==> src/owm_pkg.sv <==
// package: shared types, constants and register indexes of the 1-wire bus master
`timescale 1ns / 1ps
`default_nettype none
package owm_pkg;

  localparam int unsigned TimerWidth   = 10;
  localparam int unsigned NumRegs      = 8;
  localparam int unsigned RegIdxWidth  = 3;
  localparam int unsigned CfgIdxWidth  = 4;
  localparam int unsigned CfgDataWidth = 10;

  // register indexes
  localparam logic [RegIdxWidth-1:0] RegResetLow     = 3'd0;
  localparam logic [RegIdxWidth-1:0] RegPresenceWait = 3'd1;
  localparam logic [RegIdxWidth-1:0] RegResetTail    = 3'd2;
  localparam logic [RegIdxWidth-1:0] RegWriteLow     = 3'd3;
  localparam logic [RegIdxWidth-1:0] RegWriteHold    = 3'd4;
  localparam logic [RegIdxWidth-1:0] RegReadLow      = 3'd5;
  localparam logic [RegIdxWidth-1:0] RegReadSample   = 3'd6;
  localparam logic [RegIdxWidth-1:0] RegReadTail     = 3'd7;

  // function codes of an input beat
  localparam logic [1:0] FuncTick  = 2'd0;
  localparam logic [1:0] FuncReset = 2'd1;
  localparam logic [1:0] FuncWrite = 2'd2;
  localparam logic [1:0] FuncRead  = 2'd3;

  typedef logic [NumRegs-1:0][CfgDataWidth-1:0] cfg_bank_t;

  localparam cfg_bank_t RegResetVals = {
    10'd65, 10'd4, 10'd6, 10'd45, 10'd15, 10'd440, 10'd80, 10'd500
  };

  typedef struct packed {
    logic [1:0] func;
    logic       line_level;
    logic [7:0] write_byte;
  } in_item_t;

  typedef struct packed {
    logic       drive_low;
    logic       busy_res;
    logic       done_res;
    logic       device_present;
    logic [7:0] read_byte;
  } out_item_t;

endpackage
`default_nettype wire

==> src/owm_if.sv <==
// interfaces: input, result and configuration channels
`timescale 1ns / 1ps
`default_nettype none
interface owm_in_if;
  logic               valid;
  logic               ready;
  owm_pkg::in_item_t  item;
  modport source (output valid, output item, input ready);
  modport sink   (input valid, input item, output ready);
endinterface

interface owm_out_if;
  logic               valid;
  logic               ready;
  owm_pkg::out_item_t item;
  modport source (output valid, output item, input ready);
  modport sink   (input valid, input item, output ready);
endinterface

interface owm_cfg_if;
  logic                                valid;
  logic                                ready;
  logic [owm_pkg::CfgIdxWidth-1:0]     index;
  logic [owm_pkg::CfgDataWidth-1:0]    data;
  modport source (output valid, output index, output data, input ready);
  modport sink   (input valid, input index, input data, output ready);
endinterface
`default_nettype wire

==> src/owm_cfg_regs.sv <==
// configuration register bank holding the phase durations
`timescale 1ns / 1ps
`default_nettype none
module owm_cfg_regs (
  input  logic               clk_i,
  input  logic               rst_ni,
  owm_cfg_if.sink            cfg_i,
  output owm_pkg::cfg_bank_t regs_o
);

  owm_pkg::cfg_bank_t regs_q;
  logic               wr_en;

  assign cfg_i.ready = 1'b1;
  assign wr_en = cfg_i.valid && cfg_i.ready &&
                 (cfg_i.index < owm_pkg::CfgIdxWidth'(owm_pkg::NumRegs));

  always_ff @(posedge clk_i or negedge rst_ni) begin
    if (!rst_ni) begin
      regs_q <= owm_pkg::RegResetVals;
    end else if (wr_en) begin
      regs_q[cfg_i.index[owm_pkg::RegIdxWidth-1:0]] <= cfg_i.data;
    end
  end

  assign regs_o = regs_q;

endmodule
`default_nettype wire

==> src/owm_core.sv <==
// bus sequencer: phase, slot timer, shifter and result computation
`timescale 1ns / 1ps
`default_nettype none
module owm_core #(
  parameter int unsigned TimerWidth = owm_pkg::TimerWidth
) (
  input  logic               clk_i,
  input  logic               rst_ni,
  input  logic               accept_i,
  input  owm_pkg::in_item_t  item_i,
  input  owm_pkg::cfg_bank_t regs_i,
  output owm_pkg::out_item_t res_o
);

  localparam logic [3:0] PhIdle    = 4'd0;
  localparam logic [3:0] PhRstLow  = 4'd1;
  localparam logic [3:0] PhRstWait = 4'd2;
  localparam logic [3:0] PhRstTail = 4'd3;
  localparam logic [3:0] PhWrLow   = 4'd4;
  localparam logic [3:0] PhWrHold  = 4'd5;
  localparam logic [3:0] PhRdLow   = 4'd6;
  localparam logic [3:0] PhRdSamp  = 4'd7;
  localparam logic [3:0] PhRdTail  = 4'd8;

  localparam int unsigned CmpWidth =
    (TimerWidth > owm_pkg::CfgDataWidth) ? TimerWidth : owm_pkg::CfgDataWidth;
  localparam logic [TimerWidth-1:0] TimerMax = '1;

  logic [3:0]            phase_q, phase_d, phase_cur;
  logic [TimerWidth-1:0] slot_timer_q, slot_timer_d;
  logic [2:0]            bit_count_q, bit_count_d;
  logic [7:0]            shift_byte_q, shift_byte_d;
  logic                  presence_q, presence_d;
  logic [7:0]            received_q, received_d;

  logic                        load_en;
  logic [owm_pkg::RegIdxWidth-1:0] load_idx;
  logic [CmpWidth-1:0]         dur_ext;
  logic [TimerWidth-1:0]       dur_sat;
  logic                        done;
  logic                        drive;

  // saturated duration of the register a phase loads
  always_comb begin
    dur_ext = CmpWidth'(regs_i[load_idx]);
    if (dur_ext == '0) begin
      dur_sat = TimerWidth'(1);
    end else if (dur_ext > CmpWidth'(TimerMax)) begin
      dur_sat = TimerMax;
    end else begin
      dur_sat = dur_ext[TimerWidth-1:0];
    end
  end

  always_comb begin
    phase_cur    = (phase_q > PhRdTail) ? PhIdle : phase_q;
    phase_d      = phase_cur;
    slot_timer_d = slot_timer_q;
    bit_count_d  = bit_count_q;
    shift_byte_d = shift_byte_q;
    presence_d   = presence_q;
    received_d   = received_q;
    load_en      = 1'b0;
    load_idx     = owm_pkg::RegResetLow;
    done         = 1'b0;

    if (item_i.func != owm_pkg::FuncTick) begin
      if (phase_cur == PhIdle) begin
        bit_count_d = '0;
        load_en     = 1'b1;
        case (item_i.func)
          owm_pkg::FuncReset: begin
            phase_d  = PhRstLow;
            load_idx = owm_pkg::RegResetLow;
          end
          owm_pkg::FuncWrite: begin
            phase_d      = PhWrLow;
            load_idx     = owm_pkg::RegWriteLow;
            shift_byte_d = item_i.write_byte;
          end
          default: begin
            phase_d      = PhRdLow;
            load_idx     = owm_pkg::RegReadLow;
            shift_byte_d = '0;
          end
        endcase
      end
    end else if (phase_cur != PhIdle) begin
      if (slot_timer_q > TimerWidth'(1)) begin
        slot_timer_d = slot_timer_q - TimerWidth'(1);
      end else begin
        slot_timer_d = '0;
        case (phase_cur)
          PhRstLow: begin
            phase_d  = PhRstWait;
            load_en  = 1'b1;
            load_idx = owm_pkg::RegPresenceWait;
          end
          PhRstWait: begin
            presence_d = ~item_i.line_level;
            phase_d    = PhRstTail;
            load_en    = 1'b1;
            load_idx   = owm_pkg::RegResetTail;
          end
          PhRstTail: begin
            phase_d = PhIdle;
            done    = 1'b1;
          end
          PhWrLow: begin
            phase_d  = PhWrHold;
            load_en  = 1'b1;
            load_idx = owm_pkg::RegWriteHold;
          end
          PhWrHold: begin
            shift_byte_d = {1'b0, shift_byte_q[7:1]};
            if (bit_count_q == 3'd7) begin
              phase_d     = PhIdle;
              done        = 1'b1;
              bit_count_d = '0;
            end else begin
              bit_count_d = bit_count_q + 3'd1;
              phase_d     = PhWrLow;
              load_en     = 1'b1;
              load_idx    = owm_pkg::RegWriteLow;
            end
          end
          PhRdLow: begin
            phase_d  = PhRdSamp;
            load_en  = 1'b1;
            load_idx = owm_pkg::RegReadSample;
          end
          PhRdSamp: begin
            shift_byte_d = {item_i.line_level, shift_byte_q[7:1]};
            phase_d      = PhRdTail;
            load_en      = 1'b1;
            load_idx     = owm_pkg::RegReadTail;
          end
          PhRdTail: begin
            if (bit_count_q == 3'd7) begin
              received_d  = shift_byte_q;
              phase_d     = PhIdle;
              done        = 1'b1;
              bit_count_d = '0;
            end else begin
              bit_count_d = bit_count_q + 3'd1;
              phase_d     = PhRdLow;
              load_en     = 1'b1;
              load_idx    = owm_pkg::RegReadLow;
            end
          end
          default: begin
            phase_d = PhIdle;
          end
        endcase
      end
    end

    if (load_en) begin
      slot_timer_d = dur_sat;
    end
  end

  always_comb begin
    case (phase_d)
      PhRstLow, PhWrLow, PhRdLow: drive = 1'b1;
      PhWrHold:                   drive = ~shift_byte_d[0];
      default:                    drive = 1'b0;
    endcase
  end

  assign res_o.drive_low      = drive;
  assign res_o.busy_res       = (phase_d != PhIdle);
  assign res_o.done_res       = done;
  assign res_o.device_present = presence_d;
  assign res_o.read_byte      = received_d;

  always_ff @(posedge clk_i or negedge rst_ni) begin
    if (!rst_ni) begin
      phase_q      <= PhIdle;
      slot_timer_q <= '0;
      bit_count_q  <= '0;
      shift_byte_q <= '0;
      presence_q   <= 1'b0;
      received_q   <= '0;
    end else if (accept_i) begin
      phase_q      <= phase_d;
      slot_timer_q <= slot_timer_d;
      bit_count_q  <= bit_count_d;
      shift_byte_q <= shift_byte_d;
      presence_q   <= presence_d;
      received_q   <= received_d;
    end
  end

  a_phase_legal: assert property (@(posedge clk_i) disable iff (!rst_ni)
    phase_q <= PhRdTail)
    else $error("phase register holds an unused code");

  a_idle_count_clear: assert property (@(posedge clk_i) disable iff (!rst_ni)
    (phase_q == PhIdle) |-> (bit_count_q == 3'd0))
    else $error("bit count left nonzero in idle");

  a_done_releases: assert property (@(posedge clk_i) disable iff (!rst_ni)
    (accept_i && done) |=> (phase_q == PhIdle && slot_timer_q == '0))
    else $error("completion did not return to idle with a cleared timer");

endmodule
`default_nettype wire

==> src/owm_out_buf.sv <==
// result register with a skid stage
`timescale 1ns / 1ps
`default_nettype none
module owm_out_buf (
  input  logic               clk_i,
  input  logic               rst_ni,
  input  logic               push_i,
  input  owm_pkg::out_item_t item_i,
  output logic               ready_o,
  owm_out_if.source          out_o
);

  logic               out_valid_q, skid_valid_q;
  owm_pkg::out_item_t out_q, skid_q;
  logic               pop;

  assign pop     = out_valid_q && out_o.ready;
  assign ready_o = !skid_valid_q;

  always_ff @(posedge clk_i or negedge rst_ni) begin
    if (!rst_ni) begin
      out_valid_q  <= 1'b0;
      skid_valid_q <= 1'b0;
    end else begin
      if (skid_valid_q) begin
        if (pop) begin
          out_valid_q  <= 1'b1;
          skid_valid_q <= 1'b0;
        end
      end else if (push_i) begin
        if (out_valid_q && !pop) begin
          skid_valid_q <= 1'b1;
        end else begin
          out_valid_q <= 1'b1;
        end
      end else if (pop) begin
        out_valid_q <= 1'b0;
      end
    end
  end

  // payload needs no reset
  always_ff @(posedge clk_i) begin
    if (skid_valid_q) begin
      if (pop) begin
        out_q <= skid_q;
      end
    end else if (push_i) begin
      if (out_valid_q && !pop) begin
        skid_q <= item_i;
      end else begin
        out_q <= item_i;
      end
    end
  end

  assign out_o.valid = out_valid_q;
  assign out_o.item  = out_q;

  a_skid_behind_out: assert property (@(posedge clk_i) disable iff (!rst_ni)
    skid_valid_q |-> out_valid_q)
    else $error("skid stage holds a beat while the result register is empty");

  a_no_push_when_full: assert property (@(posedge clk_i) disable iff (!rst_ni)
    skid_valid_q |-> !push_i)
    else $error("beat pushed while the skid stage is occupied");

endmodule
`default_nettype wire

==> src/one_wire_bus_master_top.sv <==
// top level of the 1-wire bus master
//
//   channel  dir  handshake        payload
//   in_i     in   valid / ready    func, line_level, write_byte
//   out_o    out  valid / ready    drive_low, busy_res, done_res, device_present, read_byte
//   cfg_i    in   valid / ready    index (4 bits), data (10 bits)
//
// one beat per clock while ready is high: each input beat updates phase, slot timer
// and shifter in a single pass and is registered in the result register or the skid stage
// a skid stage behind the result register keeps input open for one beat while output stalls
// configuration writes are always taken, indexes beyond the bank are dropped
// async active-low reset restores durations to defaults and returns to idle, no clearing pass
`timescale 1ns / 1ps
`default_nettype none
module one_wire_bus_master_top #(
  parameter int unsigned TimerWidth = owm_pkg::TimerWidth
) (
  input  logic      clk_i,
  input  logic      rst_ni,
  owm_in_if.sink    in_i,
  owm_out_if.source out_o,
  owm_cfg_if.sink   cfg_i
);

  owm_pkg::cfg_bank_t regs;
  owm_pkg::out_item_t res;
  logic               buf_ready;
  logic               accept;

  assign in_i.ready = buf_ready;
  assign accept     = in_i.valid && buf_ready;

  owm_cfg_regs u_cfg_regs (
    .clk_i  (clk_i),
    .rst_ni (rst_ni),
    .cfg_i  (cfg_i),
    .regs_o (regs)
  );

  owm_core #(
    .TimerWidth (TimerWidth)
  ) u_core (
    .clk_i    (clk_i),
    .rst_ni   (rst_ni),
    .accept_i (accept),
    .item_i   (in_i.item),
    .regs_i   (regs),
    .res_o    (res)
  );

  owm_out_buf u_out_buf (
    .clk_i   (clk_i),
    .rst_ni  (rst_ni),
    .push_i  (accept),
    .item_i  (res),
    .ready_o (buf_ready),
    .out_o   (out_o)
  );

endmodule
`default_nettype wire
==> src/flat_wrapper.sv <==
// flat-port wrapper written by rule: the top's interface ports become plain ports
module one_wire_bus_master_top_flat 
#(
  parameter int unsigned TimerWidth = owm_pkg::TimerWidth
)
  (clk_i, rst_ni, in_i_valid, in_i_item, in_i_ready, out_o_valid, out_o_item, out_o_ready, cfg_i_valid, cfg_i_index, cfg_i_data, cfg_i_ready);
  owm_in_if in_i_i ();
  owm_out_if out_o_i ();
  owm_cfg_if cfg_i_i ();
  input  logic clk_i;
  input  logic rst_ni;
  input wire logic [$bits(in_i_i.valid)-1:0] in_i_valid;
  input wire logic [$bits(in_i_i.item)-1:0] in_i_item;
  output wire logic [$bits(in_i_i.ready)-1:0] in_i_ready;
  output wire logic [$bits(out_o_i.valid)-1:0] out_o_valid;
  output wire logic [$bits(out_o_i.item)-1:0] out_o_item;
  input wire logic [$bits(out_o_i.ready)-1:0] out_o_ready;
  input wire logic [$bits(cfg_i_i.valid)-1:0] cfg_i_valid;
  input wire logic [$bits(cfg_i_i.index)-1:0] cfg_i_index;
  input wire logic [$bits(cfg_i_i.data)-1:0] cfg_i_data;
  output wire logic [$bits(cfg_i_i.ready)-1:0] cfg_i_ready;
  assign in_i_i.valid = in_i_valid;
  assign in_i_i.item = in_i_item;
  assign in_i_ready = in_i_i.ready;
  assign out_o_valid = out_o_i.valid;
  assign out_o_item = out_o_i.item;
  assign out_o_i.ready = out_o_ready;
  assign cfg_i_i.valid = cfg_i_valid;
  assign cfg_i_i.index = cfg_i_index;
  assign cfg_i_i.data = cfg_i_data;
  assign cfg_i_ready = cfg_i_i.ready;
  one_wire_bus_master_top #(.TimerWidth(TimerWidth)) u_core (.clk_i(clk_i), .rst_ni(rst_ni), .in_i(in_i_i), .out_o(out_o_i), .cfg_i(cfg_i_i));
endmodule
==> config.mk <==
export PLATFORM = sky130hd
export DESIGN_NAME = one_wire_bus_master_top_flat
export DESIGN_NICKNAME = d
export VERILOG_FILES = /design/src/owm_pkg.sv /design/src/owm_if.sv /design/src/owm_cfg_regs.sv /design/src/owm_core.sv /design/src/owm_out_buf.sv /design/src/one_wire_bus_master_top.sv /design/src/flat_wrapper.sv
export SDC_FILE = /design/constraint.sdc
export NUM_CORES = 1
export LEC_CHECK = 0
export BUFFER_PORTS_ARGS = -buffer_cell sky130_fd_sc_hd__buf_2
export CORE_MARGIN = 8
export CORE_UTILIZATION = 34
export CTS_CLUSTER_DIAMETER = 150
export CTS_CLUSTER_SIZE = 30
export DETAILED_ROUTE_END_ITERATION = 12
export HOLD_SLACK_MARGIN = 0.15
export SLEW_MARGIN = 20
export SYNTH_ARGS = -nofsm -noshare
export SYNTH_HDL_FRONTEND = slang
export SYNTH_HIERARCHICAL = 1
export SYNTH_SLANG_ARGS = --single-unit
==> constraint.sdc <==
create_clock -name clk_i -period 4.4 [get_ports clk_i]
set_input_delay 0.66 -clock clk_i [delete_from_list [all_inputs] [get_ports clk_i]]
set_output_delay 0.66 -clock clk_i [all_outputs]
set_load 0.01 [all_outputs]
==> flow_summary.yaml, run 1 <==
die:
  row_count: 54
  chipHeight_um: 164.8
  num_io_pins: 45
  core-area_um2: 21760
  die_area_um2: 27160
  initial_core_util_pct: 34.60
  die_w_um: 164.8
timing:
  hold_violations: 0
  setup_viol: 0
  slew_viol_final: 0
  period_needed_ns: 3.540
  worstMarginPinSlew_ns: 1.046
  setup_tns_ns: 0
  fin_crit_sh_pct: 80.45
  slew_headroom_pct: 30.04
  rsz0062_at_grt: "no"
  hold_slack_ns: 0.3326
  max_freq_mhz: 282.5
  layout_setup_ws_ns: 0.8602
  finalClockSkew_ns: 0.007598
cts:
  postCtsSetupBuffers: 0
  htreeDepth: 4
  root_buffer: "clkbuf_16"
  cts_tree: "done"
  clk_pin_slew_worst_paths_ns: 0.06
  clock_path_buffers: 2
  cts_made_buffers: 17
  ctsHoldBuffers: 0
  clock_latency_ns: 0.43
  cts-resized-gates: 0
  clkSinkCount: 140
placement:
  gp_congestion: 0.8313
  preCtsSetupSlack_ns: 0.8296
  dpl.hpwl_um: 10960
  placed_cells: 919
  io_buffers: 43
  dpl_cell_area_um2: 7923
synthesis:
  yosys-top-cells-area: "dfrtp_1 30%, mux2_2 13%, edfxtp_1 9.6%, dfstp_2 9.1%, mux2i_1 6.8%"
  synth-simple-area-share_pct: 11.02
  yosys.cell_types.count: 73
  netlist_instances: 622
  yosys.area.top_type: "dfrtp_1"
  synthArstFlopShare_pct: 82.86
  ys_warn_count: 6
  syn_area_um2: 7528
  yosys.area.top_type_share_pct: 29.92
  synth-compound-area-share_pct: 9.523
  ys_seq_area_share_pct: 48.56
  synth_ff_type: "dfrtp_1"
  synth_edf_count: 24
  synth_fa_ha_area_share_pct: 1.496
  syn_area_per_cell_um2: 12.10
  synth_xor_area_share_pct: 0
  synth.mux.area_fraction_pct: 25.23
  synth.ff_latch_count: 140
  synth_top_family_by_area: "multiplexers"
  synth_fp_nets: 661
finish:
  utilization_pct: 39.10
  final_common_cell: "dfrtp_1"
  synthToLayoutAreaGrowth_pct: 13.00
  stdcell_count: 951
  finalInstanceArea_um2: 8507
  final_cell_mix: "90 x dfrtp_1, 86 x mux2_2, 51 x mux2i_1"
  diodes: 0
  drive_above_1_share_pct: 36.21
  nFillCells: 2127
  final_nets: 697
critical_path:
  critPathCaptureType: "flop"
  cp.required_ns: 4.69
  crit_fanout: 26
  critical-path-top-delay-family: "simple AND/OR/NAND/NOR gates"
  path_buf_inv: 0
  path_common_cell: "mux2i_1"
  crit_slowest_cell: "nand2_2"
  crit_path_cell_trace: "nor4b_2 -> a211o_1 -> o211ai_2 -> nand2_2 -> mux2i_1 -> mux2i_1 -> mux2i_1 -> a2bb2oi_1 -> o21ai_1"
  slowest_delay_ns: 0.66
  start_kind: "flop"
  worstPathArrival_ns: 3.83
  crit_type: "flop to flop"
power:
  power.leakage_nw: 3.620
  finalPower_mw: 5.112
  peakVddDrop_mv: 0.3055
  p_per_area_nw_per_um2: 600.9
routing:
  antenna_left: 0
  totalWireLength_um: 16460
  vias_per_cell: 5.189
  first_iter_violations: 302
  avgRoutedWirePerCell_um: 17.30
  drc: 0
  drt_pass1_iterations: 5
  num_vias: 4935
global_routing:
  grt_usage_pct: 12.56
  overflow: 0
  grt_pass1_vias: 4921
  grt_max_degree: 117
  antenna_found_initial: 0
  grt_pass1_wl_um: 26770
flow_run:
  drv_cap: 0
hold_path:
  min_path_type: "primary input to asynchronous set/reset pin"
outcome:
  outcome: "finished clean"
==> Yosys cell counts (4+ instances only) <==
cell type  instances
nor3_1            11
buf_4              7
o21ai_1            8
inv_1             16
mux2i_1           51
buf_2              4
a22oi_1            9
clkbuf_1          11
mux2_4            28
ha_1               9
mux2_2            86
nand3_1           13
dfstp_2           26
nor2_1            39
nand2_1           33
buf_6             10
a211oi_1           4
edfxtp_1          24
nand2b_1           4
dfrtp_1           90
nand4_1            4
a21oi_1           22
o21ai_0           34
==> worst paths after layout <==
path                                                               from                                        end  cells after the start  slack [ns]
worst max-delay path               u_core/u_core/phase_q[3]$_DFFE_PN0P_  u_core/u_core/slot_timer_q[9]$_DFFE_PN0P_                      9        0.86
worst min-delay path                                             rst_ni    u_core/u_cfg_regs/regs_o[3]$_DFFE_PN0P_                      2        0.33
worst max register to register     u_core/u_core/phase_q[3]$_DFFE_PN0P_  u_core/u_core/slot_timer_q[9]$_DFFE_PN0P_                      9        0.86
worst min register to register  u_core/u_core/received_q[2]$_DFFE_PN0P_    u_core/u_core/received_q[2]$_DFFE_PN0P_                      1        0.50
max in group asynchronous                                        rst_ni  u_core/u_core/shift_byte_q[0]$_DFFE_PN0P_                      2        3.63
min in group clk_i                                          out_o_ready    u_core/u_out_buf/skid_valid_q$_DFF_PN0_                      2        0.45
==> cells by family after synthesis <==
group,Yosys count
AOI/OAI and AO/OA,110
adders and majority gates,9
buffers and inverters,50
DFF,140
muxes,165
other,1
and+or+nand+nor,147
==> area by class of cell <==
cell class	instances	area [µm²]	share of cell area, %
inverters	16	60.06	0.7060
well taps	280	350.3	4.118
clock buffers	22	475.5	5.589
flip-flops and latches	140	3656	42.98
repair buffers	51	290.3	3.412
clock inverters	10	102.6	1.206
multi-input cells	432	3572	41.99
==> per-layer routing <==
metal	GRT usage [%]	up-vias	part of all wire [%]
li1	-	2365	-
met1	17.71	2452	51
met2	18.63	103	44
met3	3.166	15	4.0
met4	3.645	0	1.2
met5	0	-	0
==> where the power goes <==
part / total [mW] / internal (mW) / switching (mW)
sequential: 1.99 / 1.71 / 0.278
clock: 1.42 / 0.835 / 0.581
combinational: 1.71 / 0.780 / 0.926
total: 5.11 / 3.33 / 1.79
==> sequential cells by signal, indices dropped and copies added (netlist names) <==
| signal | cells |
|---|---|
| u_core/u_core/shift_byte_q | 8 |
| u_core/u_out_buf/out_o.valid | 1 |
| u_core/u_core/received_q | 8 |
| u_core/u_core/phase_q | 4 |
| u_core/u_out_buf/skid_valid_q | 1 |
| u_core/u_cfg_regs/regs_o | 80 |
| u_core/u_out_buf/out_o.item | 12 |
| u_core/u_core/presence_q | 1 |
| u_core/u_core/slot_timer_q | 10 |
| u_core/u_out_buf/skid_q | 12 |
| u_core/u_core/bit_count_q | 3 |
==> worst reg2reg max path, delay by kind of cell (launching register included) <==
family | cells | cell delay, ns
flops | 1 | 0.64
compound gates | 4 | 0.77
mux | 3 | 0.70
simple gates | 2 | 1.29
Note: power is estimated with default switching activity, not from simulation.
==> run 2, diff against run 1 <==
--- a/config.mk
+++ b/config.mk
@@ -5,6 +5,7 @@
 export SDC_FILE = /design/constraint.sdc
 export NUM_CORES = 1
 export LEC_CHECK = 0
+export ABC_AREA = 1
 export BUFFER_PORTS_ARGS = -buffer_cell sky130_fd_sc_hd__buf_2
 export CORE_MARGIN = 8
 export CORE_UTILIZATION = 34
==> constraint.sdc (replaced) <==
create_clock -name clk_i -period 3.1 [get_ports clk_i]
set_input_delay 0.465 -clock clk_i [delete_from_list [all_inputs] [get_ports clk_i]]
set_output_delay 0.465 -clock clk_i [all_outputs]
set_load 0.01 [all_outputs]
==> flow_summary.yaml, run 2 <==
die:
  core-area_um2: 21820
  initial_core_util_pct: 34.71
  chipHeight_um: 165.3
  die_area_um2: 27310
  row_count: 54
  num_io_pins: 45
  die_w_um: 165.3
timing:
  max_freq_mhz: 351.0
  worstMarginPinSlew_ns: 0.9687
  finalClockSkew_ns: 0.01022
  fin_crit_sh_pct: 91.90
  hold_slack_ns: 0.3192
  setup_tns_ns: 0
  hold_violations: 0
  slew_headroom_pct: 35.14
  setup_viol: 0
  period_needed_ns: 2.849
  rsz0062_at_grt: "no"
  slew_viol_final: 0
cts:
  postCtsSetupBuffers: 0
  cts_made_buffers: 17
  clock_path_buffers: 2
  cts_tree: "done"
  htreeDepth: 4
  clk_pin_slew_worst_paths_ns: 0.07
  clock_latency_ns: 0.43
  clkSinkCount: 140
  root_buffer: "clkbuf_16"
finish:
  drive_above_1_share_pct: 15.06
  stdcell_count: 1316
  final_nets: 1062
  synthToLayoutAreaGrowth_pct: 13.86
  largest_register_ffs: 80
  final_cell_mix: "398 x nand2_1, 125 x nand3_1, 90 x dfrtp_1"
  finalInstanceArea_um2: 8625
  diodes: 0
  final_common_cell: "nand2_1"
routing:
  avgRoutedWirePerCell_um: 15.56
  wl_met2_um: 9502
  wl_met1_um: 9337
  drt_pass1_iterations: 5
  antenna_left: 0
  drc: 0
  totalWireLength_um: 20480
  num_vias: 6650
  met3_length_um: 1170
  maxUsedRoutingLayer: "met4"
  vias_per_cell: 5.053
  first_iter_violations: 608
synthesis:
  ys_warn_count: 6
  synth_most_common_cell: "nand2_1"
  synthArstFlopShare_pct: 82.86
  synth_common_cells: "398 x nand2_1, 125 x nand3_1, 90 x dfrtp_1, 55 x inv_1, 52 x nor2_1"
  synth.ff_latch_count: 140
  yosys-top-cells-area: "dfrtp_1 30%, nand2_1 20%, edfxtp_1 9.5%, dfstp_2 9.0%, nand3_1 8.3%"
  netlist_instances: 991
  synth_edf_count: 24
  yosys.area.top_type_share_pct: 29.73
  synth_ff_type: "dfrtp_1"
  yosys.cell_types.count: 46
  yosys.area.top_type: "dfrtp_1"
  synth_fp_nets: 1030
  syn_area_um2: 7575
  ys_seq_area_share_pct: 48.27
  syn_area_per_cell_um2: 7.644
global_routing:
  grt_max_degree: 60
  overflow: 0
  grt_pass1_wl_um: 33580
  antenna_found_initial: 0
  grt_usage_pct: 15.57
  grt_pass1_vias: 6412
critical_path:
  worstPathArrival_ns: 3.21
  crit_type: "flop to flop"
  cp.required_ns: 3.46
  r2r_slack_ns: 0.25
  crit_fanout: 10
  critPathCaptureType: "flop"
  r2r-start: "u_core/u_core/slot_timer_q[0]$_DFFE_PN0P_"
  ff2ff_path_depth: 18
  start_kind: "flop"
  r2r-end: "u_core/u_core/slot_timer_q[0]$_DFFE_PN0P_"
placement:
  io_buffers: 43
  gp_congestion: 0.8939
  placed_cells: 1283
  dpl.hpwl_um: 13800
  dpl_cell_area_um2: 8021
outcome:
  outcome: "finished clean"
power:
  power.leakage_nw: 4.171
  peakVddDrop_mv: 0.3939
  p_per_area_nw_per_um2: 797.9
hold_path:
  min_path_type: "primary input to flop"
  min_to: "u_core/u_out_buf/skid_valid_q$_DFF_PN0_"
  min_path_cells: 4
  hold_start: "out_o_ready"
flow_run:
  drv_cap: 0
## run 2: cell types whose count changed after synthesis, moves of 9 or more
| cell | before | now |
|---|---|---|
| nor2_1 | 39 | 52 |
| inv_1 | 16 | 55 |
| clkbuf_2 | 0 | 10 |
| o21ai_0 | 34 | 48 |
| buf_6 | 10 | 1 |
| nand3_1 | 13 | 125 |
| a21oi_1 | 22 | 31 |
| mux2i_1 | 51 | 1 |
| mux2_2 | 86 | 0 |
| mux2_4 | 28 | 0 |
| buf_2 | 4 | 21 |
| nand2_1 | 33 | 398 |
## run 2: worst max-delay path by stage
stage,from,cells past startpoint,slack [ns],endpoint
floorplan,in_i_item[9],14,0.72,u_core/u_out_buf/out_o.item[11]$_DFFE_PP_
finish,u_core/u_core/slot_timer_q[0]$_DFFE_PN0P_,18,0.25,u_core/u_core/slot_timer_q[0]$_DFFE_PN0P_
detailed placement,in_i_item[9],13,0.32,u_core/u_out_buf/out_o.item[11]$_DFFE_PP_
global route,u_core/u_core/slot_timer_q[0]$_DFFE_PN0P_,18,0.02,u_core/u_core/slot_timer_q[0]$_DFFE_PN0P_
global placement,in_i_item[9],13,0.33,u_core/u_out_buf/out_o.item[11]$_DFFE_PP_
CTS,u_core/u_core/slot_timer_q[0]$_DFFE_PN0P_,18,0.30,u_core/u_core/slot_timer_q[0]$_DFFE_PN0P_
## run 2: logic make-up after synthesis
family	synth area share, %
DFF	48.27
buffers and inverters	6.971
and+or+nand+nor	34.24
other	0.04951
AOI/OAI and AO/OA	8.276
xor gates and xnor gates	0.5782
adders and majority gates	1.487
muxes	0.1321
## run 2: final cells by class
| cell class | instances | area, µm² |
|---|---|---|
| Tap cell | 280 | 350.3 |
| Inverter | 63 | 241.5 |
| Fill cell | 2253 | 13200 |
| Multi-Input combinational cell | 737 | 3393 |
| Clock buffer | 17 | 425.4 |
| Sequential cell | 140 | 3656 |
| Timing Repair Buffer | 64 | 390.4 |
| Clock inverter | 15 | 167.7 |
## run 2: what timing repair did
action	4_1_cts	5_1_grt
hold buffers	1	0
resized for setup	0	0
endpoints found under the hold margin	26	0
## run 2: where the power goes
| group | internal, mW | switching, mW | total (mW) |
|---|---|---|---|
| sequential | 2.42 | 0.316 | 2.73 |
| combinational | 0.706 | 1.41 | 2.11 |
| clock | 1.08 | 0.951 | 2.04 |
| total | 4.21 | 2.67 | 6.88 |
## run 2: worst max-delay path, cell delays in order (launching register included)
cell,delay (ns)
dfrtp_1,0.39
inv_1,0.10
ha_1,0.20
inv_1,0.10
nor2_1,0.23
nor2_1,0.09
nor2_2,0.14
nand2_1,0.09
inv_1,0.09
o21ai_1,0.11
a21oi_2,0.47
nand3_1,0.14
nand2_1,0.11
nand2_1,0.06
nor2_1,0.12
nand3_1,0.09
nand2_1,0.06
nand2_1,0.06
a21oi_1,0.12
## run 2: layer usage
layer,global-route usage (%),vias up
met5,0,-
met4,5.897,0
met3,3.223,36
met2,24.71,193
met1,20.54,3142
li1,-,3279
## run 2: per-stage QoR
step	worst slack (ns)	util (%)	power [mW]
2_1_floorplan	0.7231	-	4.292
3_5_place_dp	0.3249	36.76	4.862
5_1_grt	0.02046	39.52	7.342
6_report	0.2512	39.52	6.881
4_1_cts	0.3034	39.52	6.928
3_3_place_gp	0.3338	36.76	4.842
==> run 3, diff against run 2 <==
--- a/config.mk
+++ b/config.mk
@@ -16,5 +16,4 @@
 export SLEW_MARGIN = 20
 export SYNTH_ARGS = -nofsm -noshare
 export SYNTH_HDL_FRONTEND = slang
-export SYNTH_HIERARCHICAL = 1
 export SYNTH_SLANG_ARGS = --single-unit
==> flow_summary.yaml, run 3 <==
finish:
  register_area_um2: 3656
  largest_register_ffs: 80
  nFillCells: 2089
  final_common_cell: "nand2_1"
  final_cell_mix: "280 x nand2_1, 96 x o21ai_0, 96 x nand3_1"
  drive_above_1_share_pct: 16.00
  utilization_pct: 39.64
  final_nets: 975
  diodes: 0
  synthToLayoutAreaGrowth_pct: 15.55
  multi_input_area_um2: 2962
hold_path:
  min_path_cells: 3
  min_to: "u_core.u_cfg_regs.regs_o[77]$_DFFE_PN0P_"
  hold_start: "cfg_i_data[7]"
  min_path_type: "primary input to flop"
timing:
  fin_crit_sh_pct: 87.05
  worstMarginPinSlew_ns: 0.8581
  hold_slack_ns: 0.2632
  setup_viol: 0
  slew_viol_final: 0
  setup_tns_ns: 0
  hold_violations: 0
  max_freq_mhz: 370.6
  finalClockSkew_ns: 0.01222
  slew_headroom_pct: 42.63
  period_needed_ns: 2.699
  rsz0062_at_grt: "no"
die:
  initial_core_util_pct: 34.31
  row_count: 53
  num_io_pins: 45
  chipHeight_um: 160.7
  die_area_um2: 25830
  core-area_um2: 20760
  die_w_um: 160.7
cts:
  clock_path_buffers: 2
  clkSinkCount: 140
  root_buffer: "clkbuf_16"
  clk_pin_slew_worst_paths_ns: 0.07
  clock_latency_ns: 0.43
  cts_made_buffers: 17
  cts_tree: "done"
  cts-resized-gates: 0
  htreeDepth: 4
  postCtsSetupBuffers: 0
global_routing:
  antenna_found_initial: 0
  grt_max_degree: 94
  grt_pass1_vias: 5946
  grt_pass1_wl_um: 29940
  grt_usage_pct: 14.18
  overflow: 0
critical_path:
  r2r-start: "u_core.u_core.slot_timer_q[0]$_DFFE_PN0P_"
  r2r-end: "u_core.u_core.slot_timer_q[0]$_DFFE_PN0P_"
  cp.required_ns: 3.46
  start_kind: "flop"
  worstPathArrival_ns: 3.05
  ff2ff_path_depth: 17
  crit_type: "flop to flop"
  critPathCaptureType: "flop"
  crit_fanout: 42
  r2r_slack_ns: 0.40
routing:
  drc: 0
  drt_pass1_iterations: 5
  num_vias: 5982
  antenna_left: 0
  vias_per_cell: 4.883
  totalWireLength_um: 17450
  first_iter_violations: 422
  avgRoutedWirePerCell_um: 14.25
synthesis:
  yosys.area.top_type: "dfrtp_1"
  synth_edf_count: 24
  synth_common_cells: "280 x nand2_1, 96 x nand3_1, 96 x o21ai_0, 90 x dfrtp_1, 64 x inv_1"
  ys_seq_area_share_pct: 51.34
  syn_area_per_cell_um2: 7.947
  synth_ff_type: "dfrtp_1"
  synth.ff_latch_count: 140
  yosys.area.top_type_share_pct: 31.63
  synth_most_common_cell: "nand2_1"
  yosys.cell_types.count: 43
  netlist_instances: 896
  yosys-top-cells-area: "dfrtp_1 32%, nand2_1 15%, edfxtp_1 10%, dfstp_2 9.6%, nand3_1 6.7%"
  synthArstFlopShare_pct: 82.86
  ys_warn_count: 0
  syn_area_um2: 7121
  synth_fp_nets: 934
placement:
  io_buffers: 43
  dpl.hpwl_um: 11820
  gp_congestion: 0.8828
flow_run:
  drv_cap: 0
power:
  p_per_area_nw_per_um2: 805.4
  power.leakage_nw: 3.807
  peakVddDrop_mv: 0.5005
  finalPower_mw: 6.627
outcome:
  outcome: "finished clean"
==> run 3: kinds of logic after synthesis <==
family,Yosys count,share of synthesized area [%]
other cells,1,0.05266
flops,140,51.34
simple gates,467,27.85
compound gates,160,11.84
xor+xnor,3,0.3691
buf+inv,117,7.134
fa+ha+maj,8,1.406
==> run 3: worst max-delay path by stage <==
| stage | start | endpoint | slack, ns |
|---|---|---|---|
| after floorplan | in_i_item[9] | u_core.u_core.slot_timer_q[0]$_DFFE_PN0P_ | 0.87 |
| after global placement | u_core.u_core.slot_timer_q[0]$_DFFE_PN0P_ | u_core.u_core.slot_timer_q[0]$_DFFE_PN0P_ | 0.42 |
| after detailed placement | u_core.u_core.slot_timer_q[0]$_DFFE_PN0P_ | u_core.u_core.slot_timer_q[0]$_DFFE_PN0P_ | 0.41 |
| after CTS | u_core.u_core.slot_timer_q[0]$_DFFE_PN0P_ | u_core.u_core.slot_timer_q[0]$_DFFE_PN0P_ | 0.39 |
| after global routing | u_core.u_core.slot_timer_q[0]$_DFFE_PN0P_ | u_core.u_core.slot_timer_q[0]$_DFFE_PN0P_ | 0.09 |
| final | u_core.u_core.slot_timer_q[0]$_DFFE_PN0P_ | u_core.u_core.slot_timer_q[0]$_DFFE_PN0P_ | 0.40 |
==> run 3: metrics by stage <==
| stage | area, µm² | std cells | setup slack [ns] |
|---|---|---|---|
| 6_report | 8228 | 1225 | 0.4014 |
| 5_1_grt | 8228 | 1225 | 0.08825 |
| 4_1_cts | 8228 | 1225 | 0.3856 |
| 3_5_place_dp | 7626 | 1192 | 0.4069 |
| 3_3_place_gp | 7626 | 1192 | 0.4225 |
| 2_1_floorplan | 7121 | 896 | 0.8727 |
==> run 3: layout make-up <==
class / count / share of cell area (%)
tap: 275 / 4.182
clock inverter: 14 / 1.855
inverter: 75 / 3.452
clock buffer: 18 / 5.338
sequential: 140 / 44.43
timing repair buffer: 64 / 4.745
multi-input combinational: 639 / 35.99
==> run 3: repair_timing <==
item                                   CTS  global route
endpoints found under the hold margin   23             0
setup endpoints to repair                0             0
hold buffers                             1             0
==> run 3: metal layers <==
metal	up-vias	GRT usage, %	part of all wire [%]
li1	3013	-	-
met1	2795	18.55	47
met2	150	22.73	46
met3	24	3.327	4.7
met4	0	4.714	1.6
met5	-	0	0
==> run 3: where the power goes <==
part           internal [mW]  switching (mW)
Combinational          0.679            1.30
Sequential              2.35           0.252
Clock                   1.16           0.885
==> run 3: critical path, cell delays in order (launching register included) <==
cell      delay, ns
dfrtp_1        0.37
inv_1          0.08
ha_1           0.24
o211ai_1       0.28
nor2_4         0.11
nand2_2        0.10
nand2_4        0.05
nand2_4        0.33
inv_1          0.23
nand2_1        0.10
nand3_1        0.07
nand3_1        0.09
nand2_1        0.09
nor2_1         0.13
nand3_1        0.08
nand2_1        0.06
nand2_1        0.06
a21oi_2        0.11
